**src/design/ckp_pkg.sv**
```systemverilog
// shared types, constants and step functions for the chroma key pipeline
// no dependencies; imported by every module of the block
package ckp_pkg;

    // pipeline shape
    localparam int CHR_STAGES   = 3;
    localparam int SQ_STAGES    = 5;
    localparam int SQ_PER_STAGE = 5;
    localparam int BL_STAGES    = 6;
    localparam int NUM_STAGES   = CHR_STAGES + SQ_STAGES + BL_STAGES;

    // widths
    localparam int DC_W   = 26;  // chroma difference, signed
    localparam int SQ_W   = 49;  // one squared chroma term
    localparam int D2_W   = 50;  // squared distance
    localparam int ROOT_W = 25;  // distance in units of 2^-16
    localparam int REM_W  = 28;  // square root remainder
    localparam int DIV_W  = 21;  // blend dividend

    // chroma coefficients, scaled by 2^16
    localparam logic signed [17:0] CB_R = 18'sd6548;
    localparam logic signed [17:0] CB_G = 18'sd22026;
    localparam logic signed [17:0] CB_B = 18'sd28574;
    localparam logic signed [17:0] CR_R = 18'sd40305;
    localparam logic signed [17:0] CR_G = 18'sd36609;
    localparam logic signed [17:0] CR_B = 18'sd3696;

    // configuration register indexes
    localparam logic [2:0] CFG_KEY_RED   = 3'd0;
    localparam logic [2:0] CFG_KEY_GREEN = 3'd1;
    localparam logic [2:0] CFG_KEY_BLUE  = 3'd2;
    localparam logic [2:0] CFG_INNER     = 3'd3;
    localparam logic [2:0] CFG_OUTER     = 3'd4;

    typedef struct packed {
        logic [7:0] red;
        logic [7:0] green;
        logic [7:0] blue;
        logic [7:0] alpha;
        logic       last;
    } pix_t;

    typedef struct packed {
        logic [7:0]  key_red;
        logic [7:0]  key_green;
        logic [7:0]  key_blue;
        logic [11:0] inner;
        logic [11:0] outer;
    } cfg_t;

    typedef struct packed {
        logic [D2_W-1:0]   rad;
        logic [REM_W-1:0]  rem;
        logic [ROOT_W-1:0] root;
    } sq_t;

    typedef struct packed {
        logic [DIV_W-1:0] rem;
        logic [7:0]       quo;
    } div_t;

    // one digit of the restoring square root
    function automatic sq_t sqrt_step(input sq_t x);
        sq_t y;
        logic [REM_W-1:0] cur;
        logic [REM_W-1:0] trial;
        cur = {x.rem[REM_W-3:0], x.rad[D2_W-1 -: 2]};
        trial = {1'b0, x.root, 2'b01};
        y.rad = {x.rad[D2_W-3:0], 2'b00};
        if (cur >= trial)
        begin
            y.rem  = cur - trial;
            y.root = {x.root[ROOT_W-2:0], 1'b1};
        end
        else
        begin
            y.rem  = cur;
            y.root = {x.root[ROOT_W-2:0], 1'b0};
        end
        return y;
    endfunction

    // one quotient bit of the restoring division
    function automatic div_t div_step(input div_t x, input logic [11:0] d, input logic [2:0] k);
        div_t y;
        logic [DIV_W-1:0] sh;
        sh = {{(DIV_W-12){1'b0}}, d} << k;
        if (x.rem >= sh)
        begin
            y.rem = x.rem - sh;
            y.quo = {x.quo[6:0], 1'b1};
        end
        else
        begin
            y.rem = x.rem;
            y.quo = {x.quo[6:0], 1'b0};
        end
        return y;
    endfunction

endpackage

```
**src/design/ckp_chroma.sv**
```systemverilog
// chroma difference, squares and squared distance, three pipeline stages
// depends on ckp_pkg
module ckp_chroma
    import ckp_pkg::*;
(
    input  logic                  clk,
    input  logic [CHR_STAGES-1:0] adv,
    input  cfg_t                  cfg,
    input  pix_t                  pix_in,
    output logic [D2_W-1:0]       d2,
    output pix_t                  pix_out
);

    logic signed [8:0]      dr, dg, db;
    logic signed [DC_W-1:0] cb_next, cr_next;
    logic signed [DC_W-1:0] cb_reg, cr_reg;
    logic signed [51:0]     cb_sq, cr_sq;
    logic [SQ_W-1:0]        cb_sq_reg, cr_sq_reg;
    logic [D2_W-1:0]        d2_reg;
    pix_t                   pix0_reg, pix1_reg, pix2_reg;

    // key minus pixel, projected onto cb and cr
    always_comb
    begin
        dr = $signed({1'b0, cfg.key_red})   - $signed({1'b0, pix_in.red});
        dg = $signed({1'b0, cfg.key_green}) - $signed({1'b0, pix_in.green});
        db = $signed({1'b0, cfg.key_blue})  - $signed({1'b0, pix_in.blue});
        cb_next = DC_W'(27'sd0 - CB_R * dr - CB_G * dg + CB_B * db);
        cr_next = DC_W'(27'sd0 + CR_R * dr - CR_G * dg - CR_B * db);
    end

    always_comb
    begin
        cb_sq = cb_reg * cb_reg;
        cr_sq = cr_reg * cr_reg;
    end

    always_ff @(posedge clk)
    begin
        if (adv[0])
        begin
            cb_reg   <= cb_next;
            cr_reg   <= cr_next;
            pix0_reg <= pix_in;
        end
        if (adv[1])
        begin
            cb_sq_reg <= cb_sq[SQ_W-1:0];
            cr_sq_reg <= cr_sq[SQ_W-1:0];
            pix1_reg  <= pix0_reg;
        end
        if (adv[2])
        begin
            d2_reg   <= {1'b0, cb_sq_reg} + {1'b0, cr_sq_reg};
            pix2_reg <= pix1_reg;
        end
    end

    assign d2      = d2_reg;
    assign pix_out = pix2_reg;

endmodule

```
**config.mk**
```make
export PLATFORM = sky130hd
export DESIGN_NAME = ckp_chroma
export DESIGN_NICKNAME = d
export VERILOG_FILES = /design/src/design/ckp_pkg.sv /design/src/design/ckp_chroma.sv
export SDC_FILE = /design/constraint.sdc
export NUM_CORES = 2
export LEC_CHECK = 0
export ABC_AREA = 1
export CAP_MARGIN = 20
export CORE_MARGIN = 1
export CORE_UTILIZATION = 28
export DETAILED_ROUTE_END_ITERATION = 10
export DONT_BUFFER_PORTS = 1
export HOLD_SLACK_MARGIN = 0.03
export PLACE_DENSITY = 0.44
export SYNTH_ARGS = -nofsm -noshare
export SYNTH_HDL_FRONTEND = slang
export SYNTH_SLANG_ARGS = --single-unit
```
**constraint.sdc**
```tcl
create_clock -name clk -period 11.3 [get_ports clk]
set_input_delay 1.695 -clock clk [delete_from_list [all_inputs] [get_ports clk]]
set_output_delay 1.695 -clock clk [all_outputs]
set_load 0.005 [all_outputs]
```
==> results.cfg <==
[cells_and_area]
area_growth_pct = 8.40
drive_gt1_frac = 0.0301
finalNetCount = 10400
instances_no_fill = 11500
fill_cells = 26900
largest_reg_flops = 49

[clocking]
cts_setup_buffers = 0
cts_htree_levels = 2
cts_tree = done
cts_sinks = 293
postCtsHoldBufs = 0
clk_pin_slew_ps = 80
clockBufferDepth = 3
cts-resized-gates = 0
root_buffer = clkbuf_16
cts_buffers = 41
clock_latency_ps = 670

[floorplanning]
core_um2 = 254000
die_w_um = 507
die_area_um2 = 257000
rows = 185
start_util = 0.281
io_pins = 168
die_y_um = 507

[placed_design]
port_buffers = 0
dpl.hpwl_mm = 187
gp_congestion = 0.923
placedCellCount = 11500
pre_cts_ws_ps = 67.6

[critical_path]
critPathLaunchType = primary input
cp_max_fo = 3
crit_type = in -> reg
required_ps = 11710
arrival_ps = 10920
slowest_stage = fa_1
slowest_delay_ps = 550
crit_path_end_kind = register

[synthesis]
synthTopCellsByArea = fa_1 41%, ha_1 13%, inv_1 13%
syn_nets = 10400
async_reset_ff_frac = 0
yosysTopAreaCell = fa_1
syn_area_per_cell_um2 = 8.78
synth_warnings = 0
synth_top_flop_cell = edfxtp_1
synthCells = 8134
synth_most_common_cell = inv_1
synthTopCellsByCount = 2413 x inv_1, 1456 x nand2_1, 1451 x fa_1
ys_seq_area_frac = 0.123
synthesis.area_um2 = 71400
synth_edf_count = 293
synth_top_area_frac = 0.407
ys_types = 49
ys_ff_latch = 293

[timing]
finalMaxSlewViolations = 0
slew_headroom = 0.315
setup_violations = 0
skew_ps = 44.5
setup_tns_ps = 0
max_freq_mhz = 95.1
period_share = 0.930
finalCriticalPeriod_ps = 10510
rsz0062_at_grt = false
worst_pin_slew_ps = 1030
hold_violations = 0
fin_ws_ps = 789

[worst_hold_path]
min_path_type = reg -> reg

[drt]
wl_per_cell_um = 19.2
drcViolationCount = 0
ant_nets = 0
dr.first_iter.drc_count = 3224
drtPass1Iterations = 6
vias_per_cell = 4.44
wirelength_mm = 222
vias = 51200

[global_routing]
grt-ovfl-total = 0
grt.total_usage = 0.177
antenna_found_initial = 18
grt_max_degree = 128
grt_pass1_wl_mm = 345
grt_pass1_vias = 56000

[flow_run]
cap_viol_max_count = 0

[status]
status = complete, no violations
[critical path: cells and delay by family]
family	cells	cell delay, ps
AO/OA/AOI/OAI	3	470
XOR/XNOR	2	340
adder cells (fa/ha/maj)	16	6750
buffers and inverters	14	920
AND/OR/NAND/NOR	6	710
[stage by stage]
step	utilization	instance area [um^2]	hold slack, ps
final	0.305	77400	389
after floorplan	-	71400	400
after CTS	0.305	77400	391
after global routing	0.305	77400	402
after global placement	0.299	75900	401
after detailed placement	0.299	75900	405
[final cells by class]
cell class              instances  area (um^2)  area share
inverters                    2415         9060       0.117
clock buffers                  43         1030      0.0133
multi-input cells            5273        53000       0.685
repair buffers                107          811      0.0105
well taps                    3366         4210      0.0544
diodes                         15         37.5    0.000485
flip-flops and latches        293         8800       0.114
clock inverters                33          474     0.00612
[path summary, 6_finish.rpt]
check	startpoint	depth (start not counted)	slack, ps	to
max reg2reg	cr_reg[25]	23	2870	cr_sq_reg[48]
min	pix1_reg[30]	0	390	pix_out[30]
min reg2reg	pix1_reg[30]	0	390	pix_out[30]
max	cfg[24]	41	790	cr_reg[25]
[kinds of logic after synthesis]
kind of cell               count (synthesis)  share of synthesized area
AOI/OAI and AO/OA                        621                     0.0487
buffers and inverters                   2568                      0.135
other                                      1                  0.0000525
xor gates and xnor gates                 231                     0.0283
DFF                                      293                      0.123
adders and majority gates               2203                      0.538
and+or+nand+nor                         2217                      0.126
[layout by cell type, fill, tap and decap left out, types with 8 or more instances in the layout]
master	instances
a21boi_0	8
a21o_1	27
a21oi_1	319
a31oi_1	11
buf_4	106
bufinv_16	8
clkbuf_16	41
diode_2	15
edfxtp_1	293
fa_1	1451
ha_1	752
inv_1	2413
nand2_1	1456
nand2_2	11
nand3_1	189
nand3b_1	8
nand4_1	56
nor2_1	388
nor2_2	8
nor3_1	43
nor3_2	8
nor4_1	12
o211ai_1	12
o21ai_0	169
o21bai_1	41
or2_2	23
xnor2_1	71
xor2_1	159
[layer usage]
| layer | wire (um) | share of wire | vias to the layer above | global-route usage |
|---|---|---|---|---|
| met4 | 5090 | 0.023 | 14 | 0.0375 |
| met3 | 9060 | 0.041 | 164 | 0.0187 |
| met5 | 84 | 0.00038 | - | 0 |
| li1 | - | - | 24100 | - |
| met1 | 106000 | 0.48 | 26000 | 0.252 |
| met2 | 102000 | 0.46 | 953 | 0.290 |
Power is not shown: default switching activity piles up to over one toggle a cycle in this logic, so the estimate is an artifact.
