### config.mk
export PLATFORM = sky130hd
export DESIGN_NAME = ckp_sqrt
export DESIGN_NICKNAME = d
export VERILOG_FILES = /design/src/design/ckp_pkg.sv /design/src/design/ckp_sqrt.sv
export SDC_FILE = /design/constraint.sdc
export NUM_CORES = 1
export LEC_CHECK = 0
export BUFFER_PORTS_ARGS = -buffer_cell sky130_fd_sc_hd__clkbuf_2
export CORE_MARGIN = 4
export CORE_UTILIZATION = 40
export DETAILED_ROUTE_END_ITERATION = 7
export HOLD_SLACK_MARGIN = 0.03
export SLEW_MARGIN = 30
export SYNTH_ARGS = -nofsm -noshare
export SYNTH_HDL_FRONTEND = slang
export SYNTH_SLANG_ARGS = --single-unit
### constraint.sdc
create_clock -name clk -period 37.8 [get_ports clk]
set_input_delay 7.56 -clock clk [delete_from_list [all_inputs] [get_ports clk]]
set_output_delay 7.56 -clock clk [all_outputs]
set_load 0.01 [all_outputs]
### src/design/ckp_pkg.sv
// shared types, constants and step functions for the chroma key pipeline
// no dependencies; imported by every module of the block
package ckp_pkg;

    // pipeline shape
    localparam int CHR_STAGES   = 3;
    localparam int SQ_STAGES    = 5;
    localparam int SQ_PER_STAGE = 5;
    localparam int BL_STAGES    = 6;
    localparam int NUM_STAGES   = CHR_STAGES + SQ_STAGES + BL_STAGES;

    // widths
    localparam int DC_W   = 26;  // chroma difference, signed
    localparam int SQ_W   = 49;  // one squared chroma term
    localparam int D2_W   = 50;  // squared distance
    localparam int ROOT_W = 25;  // distance in units of 2^-16
    localparam int REM_W  = 28;  // square root remainder
    localparam int DIV_W  = 21;  // blend dividend

    // chroma coefficients, scaled by 2^16
    localparam logic signed [17:0] CB_R = 18'sd6548;
    localparam logic signed [17:0] CB_G = 18'sd22026;
    localparam logic signed [17:0] CB_B = 18'sd28574;
    localparam logic signed [17:0] CR_R = 18'sd40305;
    localparam logic signed [17:0] CR_G = 18'sd36609;
    localparam logic signed [17:0] CR_B = 18'sd3696;

    // configuration register indexes
    localparam logic [2:0] CFG_KEY_RED   = 3'd0;
    localparam logic [2:0] CFG_KEY_GREEN = 3'd1;
    localparam logic [2:0] CFG_KEY_BLUE  = 3'd2;
    localparam logic [2:0] CFG_INNER     = 3'd3;
    localparam logic [2:0] CFG_OUTER     = 3'd4;

    typedef struct packed {
        logic [7:0] red;
        logic [7:0] green;
        logic [7:0] blue;
        logic [7:0] alpha;
        logic       last;
    } pix_t;

    typedef struct packed {
        logic [7:0]  key_red;
        logic [7:0]  key_green;
        logic [7:0]  key_blue;
        logic [11:0] inner;
        logic [11:0] outer;
    } cfg_t;

    typedef struct packed {
        logic [D2_W-1:0]   rad;
        logic [REM_W-1:0]  rem;
        logic [ROOT_W-1:0] root;
    } sq_t;

    typedef struct packed {
        logic [DIV_W-1:0] rem;
        logic [7:0]       quo;
    } div_t;

    // one digit of the restoring square root
    function automatic sq_t sqrt_step(input sq_t x);
        sq_t y;
        logic [REM_W-1:0] cur;
        logic [REM_W-1:0] trial;
        cur = {x.rem[REM_W-3:0], x.rad[D2_W-1 -: 2]};
        trial = {1'b0, x.root, 2'b01};
        y.rad = {x.rad[D2_W-3:0], 2'b00};
        if (cur >= trial)
        begin
            y.rem  = cur - trial;
            y.root = {x.root[ROOT_W-2:0], 1'b1};
        end
        else
        begin
            y.rem  = cur;
            y.root = {x.root[ROOT_W-2:0], 1'b0};
        end
        return y;
    endfunction

    // one quotient bit of the restoring division
    function automatic div_t div_step(input div_t x, input logic [11:0] d, input logic [2:0] k);
        div_t y;
        logic [DIV_W-1:0] sh;
        sh = {{(DIV_W-12){1'b0}}, d} << k;
        if (x.rem >= sh)
        begin
            y.rem = x.rem - sh;
            y.quo = {x.quo[6:0], 1'b1};
        end
        else
        begin
            y.rem = x.rem;
            y.quo = {x.quo[6:0], 1'b0};
        end
        return y;
    endfunction

endpackage

### src/design/ckp_sqrt.sv
// pipelined integer square root of the squared chroma distance
// depends on ckp_pkg; five digits per stage
module ckp_sqrt
    import ckp_pkg::*;
(
    input  logic                 clk,
    input  logic [SQ_STAGES-1:0] adv,
    input  logic [D2_W-1:0]      d2,
    input  pix_t                 pix_in,
    output logic [ROOT_W-1:0]    root,
    output pix_t                 pix_out
);

    sq_t  sq_reg  [SQ_STAGES];
    pix_t pix_reg [SQ_STAGES];

    for (genvar g = 0; g < SQ_STAGES; g++)
    begin : g_stage
        sq_t  x_in;
        sq_t  sq_next;
        pix_t p_in;

        if (g == 0)
        begin : g_first
            assign x_in = '{rad: d2, rem: '0, root: '0};
            assign p_in = pix_in;
        end
        else
        begin : g_rest
            assign x_in = sq_reg[g-1];
            assign p_in = pix_reg[g-1];
        end

        // SQ_PER_STAGE digits of the root per stage
        always_comb
        begin
            sq_next = x_in;
            for (int k = 0; k < SQ_PER_STAGE; k++)
                sq_next = sqrt_step(sq_next);
        end

        always_ff @(posedge clk)
        begin
            if (adv[g])
            begin
                sq_reg[g]  <= sq_next;
                pix_reg[g] <= p_in;
            end
        end
    end

    assign root    = sq_reg[SQ_STAGES-1].root;
    assign pix_out = pix_reg[SQ_STAGES-1];

endmodule

==> impl_metrics.py, run 1 <==
metrics = {
    "cells_and_area": {
        "largest_reg_flops": 279,
        "nFillCells": 9840,
        "areaGrowthSynthToFinish_pct": 9.39,
        "antenna_cells": 0,
        "drive_above_1_share": 0.0861,
        "stdcell_count": 6107,
        "nets": 5146,
    },
    "clock_network": {
        "cts_tree": "yes",
        "cts_max_path_buffers": 3,
        "clock_sinks": 444,
        "cts_resized": 0,
        "cts_max_level": 2,
        "cts-root-buf": "clkbuf_16",
        "cts_made_buffers": 52,
        "cts_setup_buffers": 0,
        "clock_latency_ps": 660,
        "path_clk_slew_ps": 70,
        "ctsHoldBuffers": 0,
    },
    "synthesis": {
        "yosysMostFrequentCell": "a21oi_1",
        "synth-edff-count": 444,
        "yosysSeqAreaShare": 0.327,
        "ys.flop_type": "edfxtp_1",
        "synthTopCellsByArea": "edfxtp_1 33%, ha_1 11%, xnor2_1 5.9%",
        "synthCells": 4625,
        "synth.largest_area_cell": "edfxtp_1",
        "syn_area_sq_mm": 0.0407,
        "ys_async_sr_fraction": 0,
        "synthTopCellsByCount": "445 x a21oi_1, 444 x edfxtp_1, 407 x nor2_1",
        "synth_seq_cells": 444,
        "syn_avg_cell_area_sq_um": 8.81,
        "yosysTopAreaCellShare": 0.327,
        "ys_types": 115,
        "synth.yosys.warnings": 0,
    },
    "sta": {
        "setup_viol": 0,
        "slew_violations": 0,
        "finalHoldViolations": 0,
        "skew_ps": 49.3,
        "min_period_ps": 17310,
        "grt_setup_unrepaired": "false",
        "holdWs_ps": 407,
        "final.setup.tns_ps": 0,
        "finalCritPeriodShare": 0.458,
        "fmax_ghz": 0.0578,
        "maxSlewHeadroom": 0.291,
        "worst_slew_pin_slew_ps": 1050,
    },
    "floorplanning": {
        "initial_core_util": 0.405,
        "rows": 116,
        "core-area_sq_mm": 0.101,
        "dieArea_sq_mm": 0.107,
        "die_width_um": 327,
        "fp.dieH_um": 327,
        "ios": 147,
    },
    "worst_setup_path": {
        "worstSetupPathType": "register to register",
        "crit_fanout": 42,
        "critPathCaptureType": "register",
        "arrival_ps": 17850,
        "required_ps": 38330,
        "crit_slowest_cell": "inv_1",
        "cp-start-kind": "register",
        "slowest_delay_ps": 930,
        "crit_top_cell": "o21ai_0",
    },
    "route": {
        "wl_per_cell_um": 20.6,
        "drt_iter0_markers": 3026,
        "first_pass_iters": 5,
        "vias_per_cell": 5.85,
        "wl_um": 126000,
        "via_count": 35700,
        "drc": 0,
        "ant_nets": 0,
    },
    "place": {
        "place_hpwl_um": 99200,
        "gp_congestion": 0.952,
        "post-place-cells": 6009,
        "io_buffer_count": 146,
    },
    "global_routing": {
        "grt_util_all_layers": 0.227,
        "grt-ovfl-total": 0,
        "first_global_vias": 33700,
        "grt_max_degree": 59,
        "grt_pass1_wl_um": 194000,
        "antenna_found_initial": 2,
    },
    "worst_hold_path": {
        "min_path_type": "register to register",
    },
    "run": {
        "maxCapViolCount": 0,
    },
    "run_status": {
        "status": "complete, no violations",
    },
}
==> stage by stage <==
stage,cell area (sq um),setup slack (ps),util
after floorplan,40700,23600,-
after global placement,42800,20760,0.425
after detailed placement,42800,20720,0.425
after CTS,44500,20740,0.443
after global routing,44600,19010,0.443
final,44600,20490,0.443
==> worst paths after layout <==
kind | slack, ps | start | endpoint | cells past startpoint
setup / recovery | 20490 | sq_reg[0][279]$_DFFE_PP_ | sq_reg[0][372]$_DFFE_PP_ | 58
hold / removal | 410 | pix_reg[0][110]$_DFFE_PP_ | pix_reg[0][143]$_DFFE_PP_ | 0
setup reg to reg | 20490 | sq_reg[0][279]$_DFFE_PP_ | sq_reg[0][372]$_DFFE_PP_ | 58
hold reg to reg | 410 | pix_reg[0][110]$_DFFE_PP_ | pix_reg[0][143]$_DFFE_PP_ | 0
==> critical path: cells and delay by family, from the launching register on <==
| kind | cells | cell delay (ps) |
|---|---|---|
| buf+inv | 8 | 2600 |
| simple gates | 11 | 4490 |
| compound gates | 32 | 7210 |
| flops | 1 | 340 |
| mux | 2 | 730 |
| fa+ha+maj | 5 | 1790 |
==> routing by layer <==
metal	GRT usage	vias to the layer above	wire length, um
met4	0.0577	0	3230
met2	0.381	1063	58900
met1	0.311	17000	56900
met3	0.0259	167	7030
met5	0	-	0
li1	-	17500	-
==> layout make-up <==
cell class	count	area [sq um]	share of cell area
repair buffers	164	891	0.0200
multi-input cells	3824	26000	0.584
flip-flops and latches	444	13300	0.299
well taps	1357	1700	0.0381
inverters	221	831	0.0186
clock buffers	60	1330	0.0299
clock inverters	37	444	0.00997
==> cell usage in the layout (no fill, tap or decap), types with 18 or more instances in the layout <==
master / Yosys / layout
a21oi_1: 445 / 444
edfxtp_1: 444 / 444
nor2_1: 407 / 407
nand2_1: 376 / 376
ha_1: 350 / 350
xnor2_1: 275 / 275
o21ai_0: 248 / 248
inv_1: 211 / 211
a21o_1: 145 / 145
clkbuf_2: 1 / 141
xor2_1: 137 / 137
nand3_1: 130 / 130
nor3_1: 112 / 112
nand4_1: 84 / 84
nand2b_1: 62 / 62
o21bai_1: 59 / 59
or3_1: 59 / 59
o21a_1: 58 / 58
nor2b_1: 55 / 55
a211oi_1: 53 / 52
clkbuf_16: 0 / 52
and2_1: 51 / 51
mux2_2: 51 / 51
o211ai_1: 48 / 48
a31oi_1: 44 / 44
and3_1: 42 / 42
nor4_1: 43 / 41
or2_2: 37 / 37
o31ai_1: 37 / 37
or4_1: 26 / 26
nor3b_1: 22 / 22
buf_4: 1 / 22
mux2i_1: 18 / 18
==> kinds of logic (layout without fill, tap and decap cells) <==
logic type / after synthesis / after routing / share of synthesized area
AO/OA/AOI/OAI: 1374 / 1374 / 0.219
buffers and inverters: 359 / 482 / 0.0346
multiplexers: 78 / 78 / 0.0214
XOR/XNOR: 413 / 413 / 0.0890
flip-flops: 444 / 444 / 0.327
other: 1 / 3 / 0.0000920
adder cells (fa/ha/maj): 350 / 350 / 0.107
AND/OR/NAND/NOR: 1606 / 1606 / 0.201
Power of run 1 is left out: the tool's default activity adds up to more than one toggle a clock period on the data nets, which glitch-free logic cannot reach.
==> inputs of run 2 (changes only) <==
Clock period 37.8 ns to 16.38 ns, I/O delays scaled along.
==> impl_metrics.py, run 2 (same netlist as run 1, synthesis figures left out) <==
metrics = {
    "cells_and_area": {
        "drive_above_1_share": 0.0938,
        "final-seq-area_sq_mm": 0.0133,
        "largest_reg_flops": 279,
        "multi_input_area_sq_mm": 0.0261,
        "areaGrowthSynthToFinish_pct": 10.0,
        "nFillCells": 9835,
        "nets": 5173,
        "stdcell_count": 6136,
        "final_cell_mix": "444 x a21oi_1, 444 x edfxtp_1, 407 x nor2_1, 375 x nand2_1, 350 x ha_1",
        "utilization": 0.446,
    },
    "place": {
        "place_hpwl_um": 101000,
        "io_buffer_count": 146,
        "post-place-cells": 6032,
        "gp_congestion": 0.967,
    },
    "floorplanning": {
        "fp.dieH_um": 327,
        "die_width_um": 327,
        "rows": 116,
        "ios": 147,
        "core-area_sq_mm": 0.101,
        "dieArea_sq_mm": 0.107,
        "initial_core_util": 0.405,
    },
    "sta": {
        "setup_viol": 0,
        "min_period_ps": 15310,
        "fmax_ghz": 0.0653,
        "slew_violations": 0,
        "worst_slew_pin_slew_ps": 933,
        "finalCritPeriodShare": 0.935,
        "finalHoldViolations": 0,
        "maxSlewHeadroom": 0.373,
        "grt_setup_unrepaired": "false",
        "skew_ps": 66.2,
    },
    "route": {
        "wl_per_cell_um": 20.9,
        "first_pass_iters": 7,
        "wl_um": 128000,
        "via_count": 35900,
        "drc": 0,
        "ant_nets": 0,
        "drt_iter0_markers": 2980,
        "vias_per_cell": 5.85,
    },
    "clock_network": {
        "path_clk_slew_ps": 60,
        "cts_max_level": 2,
        "cts_tree": "yes",
        "cts_made_buffers": 52,
        "cts-root-buf": "clkbuf_16",
        "clock_sinks": 444,
        "clock_latency_ps": 670,
        "ctsHoldBuffers": 0,
        "cts_max_path_buffers": 3,
    },
    "global_routing": {
        "grt-ovfl-total": 0,
        "grt_pass1_wl_um": 196000,
        "antenna_found_initial": 6,
        "first_global_vias": 33600,
        "grt_max_degree": 59,
        "grt_util_all_layers": 0.230,
    },
    "run": {
        "maxCapViolCount": 0,
    },
    "worst_setup_path": {
        "critPathCaptureType": "register",
        "crit_top_cell": "a21o_1",
        "required_ps": 16720,
        "arrival_ps": 15660,
        "cp-start-kind": "register",
        "slowest_delay_ps": 660,
        "crit_fanout": 29,
        "worstSetupPathType": "register to register",
        "crit_slowest_cell": "nor4_1",
    },
    "worst_hold_path": {
        "min_path_type": "register to register",
    },
    "run_status": {
        "status": "complete, no violations",
    },
}
==> run 2: cell count changes in the layout (fill, tap and decap cells not counted), sizes merged <==
cell | before | now
inv | 219 | 218
buf | 23 | 50
bufinv | 6 | 5
clkinvlp | 4 | 5
clkbuf | 201 | 200
diode | 0 | 1
clkinv | 29 | 32
==> run 2: what timing repair did <==
action / in CTS / in global routing
setup buffers: 0 / 4
setup endpoints to repair: 17 / 31
pin swaps: 0 / 4
gates resized for setup: 1 / 18
==> run 2: worst max-delay path, delay by kind of cell (launching register included) <==
kind	cells	cell delay [ps]
buffers and inverters	7	1830
adders and majority gates	5	1920
muxes	2	630
AOI/OAI and AO/OA	21	4890
and+or+nand+nor	24	5250
DFF	1	470
==> run 2: stage by stage <==
stage | setup slack (ps) | area, sq um | hold slack (ps) | setup TNS, ps
floorplan | 2180 | 40700 | 400 | 0
global placement | -218 | 42900 | 400 | -2080
detailed placement | -162 | 42900 | 405 | -1010
CTS | 2.50 | 44700 | 412 | 0
global route | 34.2 | 44800 | 415 | 0
finish | 1070 | 44800 | 405 | 0
==> run 2: metal layers <==
layer / GRT usage / vias to the layer above / routed length [um]
li1: - / 17500 / -
met1: 0.314 / 17100 / 57000
met2: 0.390 / 1131 / 60800
met3: 0.0236 / 174 / 7080
met4: 0.0609 / 0 / 3160
met5: 0 / - / 0
==> run 2: area by class of cell <==
type,instances,share of cell area
sequential,444,0.297
clock buffer,59,0.0296
multi-input combinational,3824,0.582
timing repair buffer,191,0.0245
clock inverter,39,0.00921
antenna,1,0.0000558
inverter,221,0.0189
tap,1357,0.0379
==> run 2: final timing paths <==
check,startpoint,slack (ps),to,cells past startpoint
setup / recovery,sq_reg[0][102]$_DFFE_PP_,1070,sq_reg[0][214]$_DFFE_PP_,59
hold / removal,pix_reg[0][72]$_DFFE_PP_,400,pix_reg[0][105]$_DFFE_PP_,0
setup reg to reg,sq_reg[0][102]$_DFFE_PP_,1070,sq_reg[0][214]$_DFFE_PP_,59
hold reg to reg,pix_reg[0][72]$_DFFE_PP_,400,pix_reg[0][105]$_DFFE_PP_,0
Power of run 2 is left out for the same reason.
