--- src/design/ckp_pkg.sv ---
// shared types, constants and step functions for the chroma key pipeline
// no dependencies; imported by every module of the block
package ckp_pkg;

    // pipeline shape
    localparam int CHR_STAGES   = 3;
    localparam int SQ_STAGES    = 5;
    localparam int SQ_PER_STAGE = 5;
    localparam int BL_STAGES    = 6;
    localparam int NUM_STAGES   = CHR_STAGES + SQ_STAGES + BL_STAGES;

    // widths
    localparam int DC_W   = 26;  // chroma difference, signed
    localparam int SQ_W   = 49;  // one squared chroma term
    localparam int D2_W   = 50;  // squared distance
    localparam int ROOT_W = 25;  // distance in units of 2^-16
    localparam int REM_W  = 28;  // square root remainder
    localparam int DIV_W  = 21;  // blend dividend

    // chroma coefficients, scaled by 2^16
    localparam logic signed [17:0] CB_R = 18'sd6548;
    localparam logic signed [17:0] CB_G = 18'sd22026;
    localparam logic signed [17:0] CB_B = 18'sd28574;
    localparam logic signed [17:0] CR_R = 18'sd40305;
    localparam logic signed [17:0] CR_G = 18'sd36609;
    localparam logic signed [17:0] CR_B = 18'sd3696;

    // configuration register indexes
    localparam logic [2:0] CFG_KEY_RED   = 3'd0;
    localparam logic [2:0] CFG_KEY_GREEN = 3'd1;
    localparam logic [2:0] CFG_KEY_BLUE  = 3'd2;
    localparam logic [2:0] CFG_INNER     = 3'd3;
    localparam logic [2:0] CFG_OUTER     = 3'd4;

    typedef struct packed {
        logic [7:0] red;
        logic [7:0] green;
        logic [7:0] blue;
        logic [7:0] alpha;
        logic       last;
    } pix_t;

    typedef struct packed {
        logic [7:0]  key_red;
        logic [7:0]  key_green;
        logic [7:0]  key_blue;
        logic [11:0] inner;
        logic [11:0] outer;
    } cfg_t;

    typedef struct packed {
        logic [D2_W-1:0]   rad;
        logic [REM_W-1:0]  rem;
        logic [ROOT_W-1:0] root;
    } sq_t;

    typedef struct packed {
        logic [DIV_W-1:0] rem;
        logic [7:0]       quo;
    } div_t;

    // one digit of the restoring square root
    function automatic sq_t sqrt_step(input sq_t x);
        sq_t y;
        logic [REM_W-1:0] cur;
        logic [REM_W-1:0] trial;
        cur = {x.rem[REM_W-3:0], x.rad[D2_W-1 -: 2]};
        trial = {1'b0, x.root, 2'b01};
        y.rad = {x.rad[D2_W-3:0], 2'b00};
        if (cur >= trial)
        begin
            y.rem  = cur - trial;
            y.root = {x.root[ROOT_W-2:0], 1'b1};
        end
        else
        begin
            y.rem  = cur;
            y.root = {x.root[ROOT_W-2:0], 1'b0};
        end
        return y;
    endfunction

    // one quotient bit of the restoring division
    function automatic div_t div_step(input div_t x, input logic [11:0] d, input logic [2:0] k);
        div_t y;
        logic [DIV_W-1:0] sh;
        sh = {{(DIV_W-12){1'b0}}, d} << k;
        if (x.rem >= sh)
        begin
            y.rem = x.rem - sh;
            y.quo = {x.quo[6:0], 1'b1};
        end
        else
        begin
            y.rem = x.rem;
            y.quo = {x.quo[6:0], 1'b0};
        end
        return y;
    endfunction

endpackage

--- src/design/ckp_blend.sv ---
// region select, blend products, division by band width and output mux
// depends on ckp_pkg; six pipeline stages, the last is the output register
module ckp_blend
    import ckp_pkg::*;
(
    input  logic                 clk,
    input  logic                 rst_n,
    input  logic [BL_STAGES-1:0] adv,
    input  logic [BL_STAGES-1:0] valid,
    input  cfg_t                 cfg,
    input  logic [ROOT_W-1:0]    root,
    input  pix_t                 pix_in,
    output pix_t                 pix_out
);

    localparam logic [1:0] REGION_KEY  = 2'd0;
    localparam logic [1:0] REGION_BAND = 2'd1;
    localparam logic [1:0] REGION_PASS = 2'd2;

    logic [23:0]      ri, ro;
    logic [1:0]       region_next;
    logic [1:0]       region0_reg, region1_reg, region2_reg, region3_reg, region4_reg;
    logic [23:0]      n0_reg;
    logic [11:0]      d0_reg, d1_reg, d2_reg, d3_reg;
    pix_t             pix0_reg, pix1_reg, pix2_reg, pix3_reg, pix4_reg, pix5_reg;
    logic [11:0]      dn;
    logic [7:0]       chan [3];
    logic [7:0]       key  [3];
    logic [19:0]      cd_reg [3];
    logic [19:0]      kd_reg [3];
    logic [19:0]      nk_reg [3];
    logic [31:0]      na_reg;
    logic signed [21:0] y [3];
    logic [DIV_W-1:0] dvd_next [4];
    logic [DIV_W-1:0] dvd_reg  [4];
    div_t             div_a_next [4];
    div_t             div_b_next [4];
    div_t             div_a_reg  [4];
    div_t             div_b_reg  [4];
    logic [7:0]       keyed [3];
    pix_t             out_next;

    // which side of the radii the distance falls on
    always_comb
    begin
        ri = {cfg.inner, 12'b0};
        ro = {cfg.outer, 12'b0};
        if (root < {1'b0, ri})
            region_next = REGION_KEY;
        else if (root < {1'b0, ro})
            region_next = REGION_BAND;
        else
            region_next = REGION_PASS;
    end

    // channel views of the pixel and key
    always_comb
    begin
        chan[0] = pix0_reg.red;
        chan[1] = pix0_reg.green;
        chan[2] = pix0_reg.blue;
        key[0]  = cfg.key_red;
        key[1]  = cfg.key_green;
        key[2]  = cfg.key_blue;
        dn      = d0_reg - n0_reg[23:12];
    end

    // blend numerators with the low radius bits folded in, then clamp
    always_comb
    begin
        for (int c = 0; c < 3; c++)
        begin
            y[c] = $signed({2'b0, cd_reg[c]}) - $signed({2'b0, kd_reg[c]})
                 + $signed({14'b0, nk_reg[c][19:12]});
            dvd_next[c] = (y[c] > 22'sd0) ? DIV_W'(y[c]) : '0;
        end
        dvd_next[3] = {1'b0, na_reg[31:12]};
    end

    // quotient by band width, upper and lower four bits
    always_comb
    begin
        for (int c = 0; c < 4; c++)
        begin
            div_a_next[c] = '{rem: dvd_reg[c], quo: '0};
            for (int j = 0; j < 4; j++)
                div_a_next[c] = div_step(div_a_next[c], d2_reg, 3'(7 - j));
            div_b_next[c] = div_a_reg[c];
            for (int j = 0; j < 4; j++)
                div_b_next[c] = div_step(div_b_next[c], d3_reg, 3'(3 - j));
        end
    end

    // output select per region
    always_comb
    begin
        keyed[0] = (pix4_reg.red   > cfg.key_red)   ? pix4_reg.red   - cfg.key_red   : 8'd0;
        keyed[1] = (pix4_reg.green > cfg.key_green) ? pix4_reg.green - cfg.key_green : 8'd0;
        keyed[2] = (pix4_reg.blue  > cfg.key_blue)  ? pix4_reg.blue  - cfg.key_blue  : 8'd0;
        out_next = pix4_reg;
        case (region4_reg)
            REGION_KEY:
            begin
                out_next.red   = keyed[0];
                out_next.green = keyed[1];
                out_next.blue  = keyed[2];
                out_next.alpha = 8'd0;
            end
            REGION_BAND:
            begin
                out_next.red   = div_b_reg[0].quo;
                out_next.green = div_b_reg[1].quo;
                out_next.blue  = div_b_reg[2].quo;
                out_next.alpha = div_b_reg[3].quo;
            end
            default:
            begin
                out_next = pix4_reg;
            end
        endcase
    end

    always_ff @(posedge clk)
    begin
        if (adv[0])
        begin
            region0_reg <= region_next;
            n0_reg      <= 24'(root - {1'b0, ri});
            d0_reg      <= cfg.outer - cfg.inner;
            pix0_reg    <= pix_in;
        end
        if (adv[1])
        begin
            for (int c = 0; c < 3; c++)
            begin
                cd_reg[c] <= 20'(chan[c]) * 20'(d0_reg);
                kd_reg[c] <= 20'(dn) * 20'(key[c]);
                nk_reg[c] <= 20'(n0_reg[11:0]) * 20'(key[c]);
            end
            na_reg      <= 32'(n0_reg) * 32'(pix0_reg.alpha);
            region1_reg <= region0_reg;
            d1_reg      <= d0_reg;
            pix1_reg    <= pix0_reg;
        end
        if (adv[2])
        begin
            dvd_reg     <= dvd_next;
            region2_reg <= region1_reg;
            d2_reg      <= d1_reg;
            pix2_reg    <= pix1_reg;
        end
        if (adv[3])
        begin
            div_a_reg   <= div_a_next;
            region3_reg <= region2_reg;
            d3_reg      <= d2_reg;
            pix3_reg    <= pix2_reg;
        end
        if (adv[4])
        begin
            div_b_reg   <= div_b_next;
            region4_reg <= region3_reg;
            pix4_reg    <= pix3_reg;
        end
        if (adv[5])
        begin
            pix5_reg <= out_next;
        end
    end

    assign pix_out = pix5_reg;

    // the blend band exists only when outer is above inner
    a_band_nonempty: assert property (@(posedge clk) disable iff (!rst_n)
        valid[0] && region0_reg == REGION_BAND |-> d0_reg != 12'd0 && cfg.outer > cfg.inner)
        else $error("blend region with empty band");

    // band offset stays below the band width
    a_band_offset: assert property (@(posedge clk) disable iff (!rst_n)
        valid[0] && region0_reg == REGION_BAND |-> n0_reg[23:12] < d0_reg)
        else $error("band offset beyond band width");

endmodule

--- config.mk ---
export PLATFORM = sky130hd
export DESIGN_NAME = ckp_blend
export DESIGN_NICKNAME = d
export VERILOG_FILES = /design/src/design/ckp_pkg.sv /design/src/design/ckp_blend.sv
export SDC_FILE = /design/constraint.sdc
export NUM_CORES = 2
export LEC_CHECK = 0
export BUFFER_PORTS_ARGS = -buffer_cell sky130_fd_sc_hd__buf_4
export CORE_MARGIN = 4
export CORE_UTILIZATION = 56
export DETAILED_ROUTE_END_ITERATION = 12
export PLACE_DENSITY = 0.72
export RECOVER_POWER = 100
export SYNTH_ARGS = -nofsm -noshare
export SYNTH_HDL_FRONTEND = slang
export SYNTH_SLANG_ARGS = --single-unit
--- constraint.sdc ---
create_clock -name clk -period 30.1 [get_ports clk]
set_clock_uncertainty 0.15 [all_clocks]
set_input_delay 1.505 -clock clk [delete_from_list [all_inputs] [get_ports clk]]
set_output_delay 1.505 -clock clk [all_outputs]
set_load 0.05 [all_outputs]
==> results.md <==
- Distinct cells, synth: just under 100
- Mapped Cells: ~8700
- Clock Path Buffers: 3
- Failing checks: max-capacitance violations, max-slew violations
- Fin. max-slew vios: about 1100
- Post-route ant nets: 0
- Seq/Total Area, Yosys: 0.244
- Largest register FFs: 100
- Final nets: 10500
- Synth area leader: edfxtp_1
- Placed cells: 10600
- Period utilization: 0.575
- RSZ-0062 raised after global routing: no
- DP Wirelength: ~160000 um
- Drt wl/cell: around 19 um
- Non-Filler Instances: 10700
- Status: finished, violations left
- Initial core utilization: 0.563
- Vias per cell: approximately 5.9
- Die ar.: approximately 150000 um2
- Detailed-route via count: between 60000 and 70000
- Min-delay worst type: reg2reg
- CTS tree: yes
- Area contributors post-synth: edfxtp_1 (24%), fa_1 (18%), ha_1 (14%)
- Hold buffers post-CTS: 0
- Antenna violations before repair: 4
- Slowest CP cell: o21ai_0
- CTS Buf Count: 77
- DRT Pass-1 Iters: 6
- Fin. Hold Viols: 0
- GR Overflow Total: 0
- Number of synthesized flops with an enable pin: approximately 660
- Initial drt markers: just under 5000
- Largest fanout on the critical path: 27
- Crit Path Category: reg2reg
- WP data required: around 30 ns
- Slew at the pin closest to its max-slew limit: between 5 and 6 ns
- Fmax: 57.8 MHz
- GRT Total Usage: 0.274
- HP Start: na_reg[17]
- Mapped Area: 80900 um2
- Hold Path Depth: 0
- Gpl congestion: approximately 0.94
- Post-CTS Setup Inserts: 0
- Syn_area_per_cell: around 9.3 um2
- Slew headroom: -2.61
- R2R cell count: 48
- Clk_lat worst skew: 0.69 ns
- Cell mode on critical path: o21ai_0
- Fin Hold WS: about 0.26 ns
- # clock sinks: about 660
- Root Driver: clkbuf_16
- Largest net degree at the start of global routing: 92
- Vias in the first global route: ~63000
- Cts repair resizes: 0
- Minimum clock period: 17.30 ns
- Worst endpoint data arrival time: ~18 ns
- Endpoint, Worst Hold: dvd_reg[5]
- R2r setup slk: between 10 and 15 ns
- # Max-Cap Violations: 28
- First-pass GRT wire length: 332000 um
- Ys async rst share: 0
- Post-synth top area share: 0.244
- Syn nets: approximately 10000
- Core ar.: about 140000 um2
- Nature of the critical path startpoint: flip-flop
- Die height: approximately 390 um
- Yosys warns: 0
- Layout area overhead: 6.70%
- Reg-to-Reg Start: d2_reg[1]
- Max incr delay on CP: ~2.2 ns
- Count of final setup violators: 0
- H-tree depth: 3
- Final wirelength: approximately 210000 um
- Port Buffers: roughly 150
- Die X: a little under 400 um
- Worst-path clk slew: roughly 0.060 ns
- Row cnt: between 100 and 150
- Number of synthesized register bits: between 600 and 700
- DRC: 0
- Share of post-route cells with drive strength above 1: 0.0475
- Worst R2R End: div_a_reg[113]
- TNS Setup: 0 ns
- Crit. End Element: flip-flop
- Main flop type after synthesis: edfxtp_1
- Top Ports: 153
[worst max-delay path by stage]
stage              start              to  slack (ns)  depth (start not counted)
2_1_floorplan  d2_reg[1]   div_a_reg[17]       18.07                         52
3_3_place_gp   d2_reg[1]   div_a_reg[14]       16.63                         50
3_5_place_dp   d2_reg[1]   div_a_reg[16]       16.33                         50
4_1_cts        d2_reg[1]   div_a_reg[13]       16.22                         50
5_1_grt        d2_reg[1]  div_a_reg[113]       11.43                         48
6_report       d2_reg[1]  div_a_reg[113]       12.80                         48
[stage by stage]
| step | worst slack, ns | instance area [um2] | util |
|---|---|---|---|
| 2_1_floorplan | 18.07 | 80900 | - |
| 3_3_place_gp | 16.63 | 84200 | 0.586 |
| 3_5_place_dp | 16.33 | 84200 | 0.586 |
| 4_1_cts | 16.22 | 86800 | 0.604 |
| 5_1_grt | 11.43 | 86400 | 0.601 |
| 6_report | 12.80 | 86400 | 0.601 |
[cell usage after synthesis, types with 12 or more instances]
| cell | instances |
|---|---|
| nand3b_1 | 12 |
| fa_1 | 708 |
| nor4_1 | 33 |
| or3_1 | 37 |
| nor2b_1 | 123 |
| a221oi_1 | 16 |
| a221o_1 | 12 |
| a21o_1 | 218 |
| a21boi_0 | 47 |
| a211oi_1 | 36 |
| nor3b_1 | 13 |
| xor2_1 | 168 |
| clkbuf_1 | 251 |
| edfxtp_1 | 659 |
| o21a_1 | 78 |
| nand2_1 | 920 |
| mux2_2 | 86 |
| mux2i_1 | 25 |
| a211o_1 | 13 |
| and4_1 | 14 |
| nand2b_1 | 92 |
| o2111ai_1 | 20 |
| nand3_1 | 118 |
| a222oi_1 | 13 |
| or2_2 | 30 |
| nand4b_1 | 12 |
| o31a_1 | 16 |
| nor3_1 | 127 |
| o21bai_1 | 69 |
| o211ai_1 | 41 |
| nand4_1 | 83 |
| a31oi_1 | 43 |
| o21ai_0 | 367 |
| and2_1 | 512 |
| xnor2_1 | 366 |
| o21ai_1 | 26 |
| mux2_1 | 18 |
| inv_1 | 1112 |
| a21oi_1 | 493 |
| o31ai_1 | 28 |
| nor2_1 | 480 |
| ha_1 | 937 |
| or4_1 | 13 |
| and3_1 | 43 |
[logic make-up (layout without fill, tap and decap cells)]
family | count (synthesis) | after routing | share of synthesized area
AND/OR/NAND/NOR | 2695 | 2695 | 0.164
AO/OA/AOI/OAI | 1670 | 1670 | 0.132
adder cells (fa/ha/maj) | 1645 | 1645 | 0.320
buffers and inverters | 1381 | 1489 | 0.0642
flip-flops | 659 | 659 | 0.244
XOR/XNOR | 534 | 534 | 0.0578
multiplexers | 130 | 130 | 0.0178
other | 0 | 2 | 0
[cells in the final DEF, fill, tap and decap left out, types with 47 or more instances in the layout]
cell type,count
nor2_1,481
clkbuf_1,93
xor2_1,167
xnor2_1,361
and2_1,488
ha_1,937
nor2b_1,123
nand4_1,83
edfxtp_1,659
o21a_1,78
mux2_2,84
a21boi_0,47
buf_4,103
o21bai_1,69
nor3_1,126
fa_1,708
o21ai_0,372
clkbuf_16,77
a21o_1,218
nand2b_1,92
inv_1,1116
nand3_1,118
nand2_1,920
a21oi_1,494
[critical path, delay by kind of cell (launching register included)]
kind / cells / cell delay, ns
buffers and inverters: 7 / 3.79
flip-flops: 1 / 0.35
AO/OA/AOI/OAI: 23 / 8.20
adder cells (fa/ha/maj): 4 / 1.62
AND/OR/NAND/NOR: 14 / 2.88
[cell type report]
type / count / area (um2)
clock inverter: 58 / 623
inverter: 1118 / 4200
timing repair buffer: 231 / 1400
multi-input combinational: 6674 / 56000
fill: 12300 / 57300
clock buffer: 82 / 1950
sequential: 659 / 19800
tap: 1903 / 2380
antenna: 2 / 5.00
[metal layers]
layer / part of all wire / wire length, um / track usage
met1: 0.43 / 88200 / 0.368
met2: 0.46 / 95000 / 0.449
met3: 0.072 / 15000 / 0.0394
met4: 0.044 / 9150 / 0.110
met5: 0 / 0 / 0
Power is left out: the tool's default activity adds up to more than one toggle a clock period on the data nets, which glitch-free logic cannot reach.
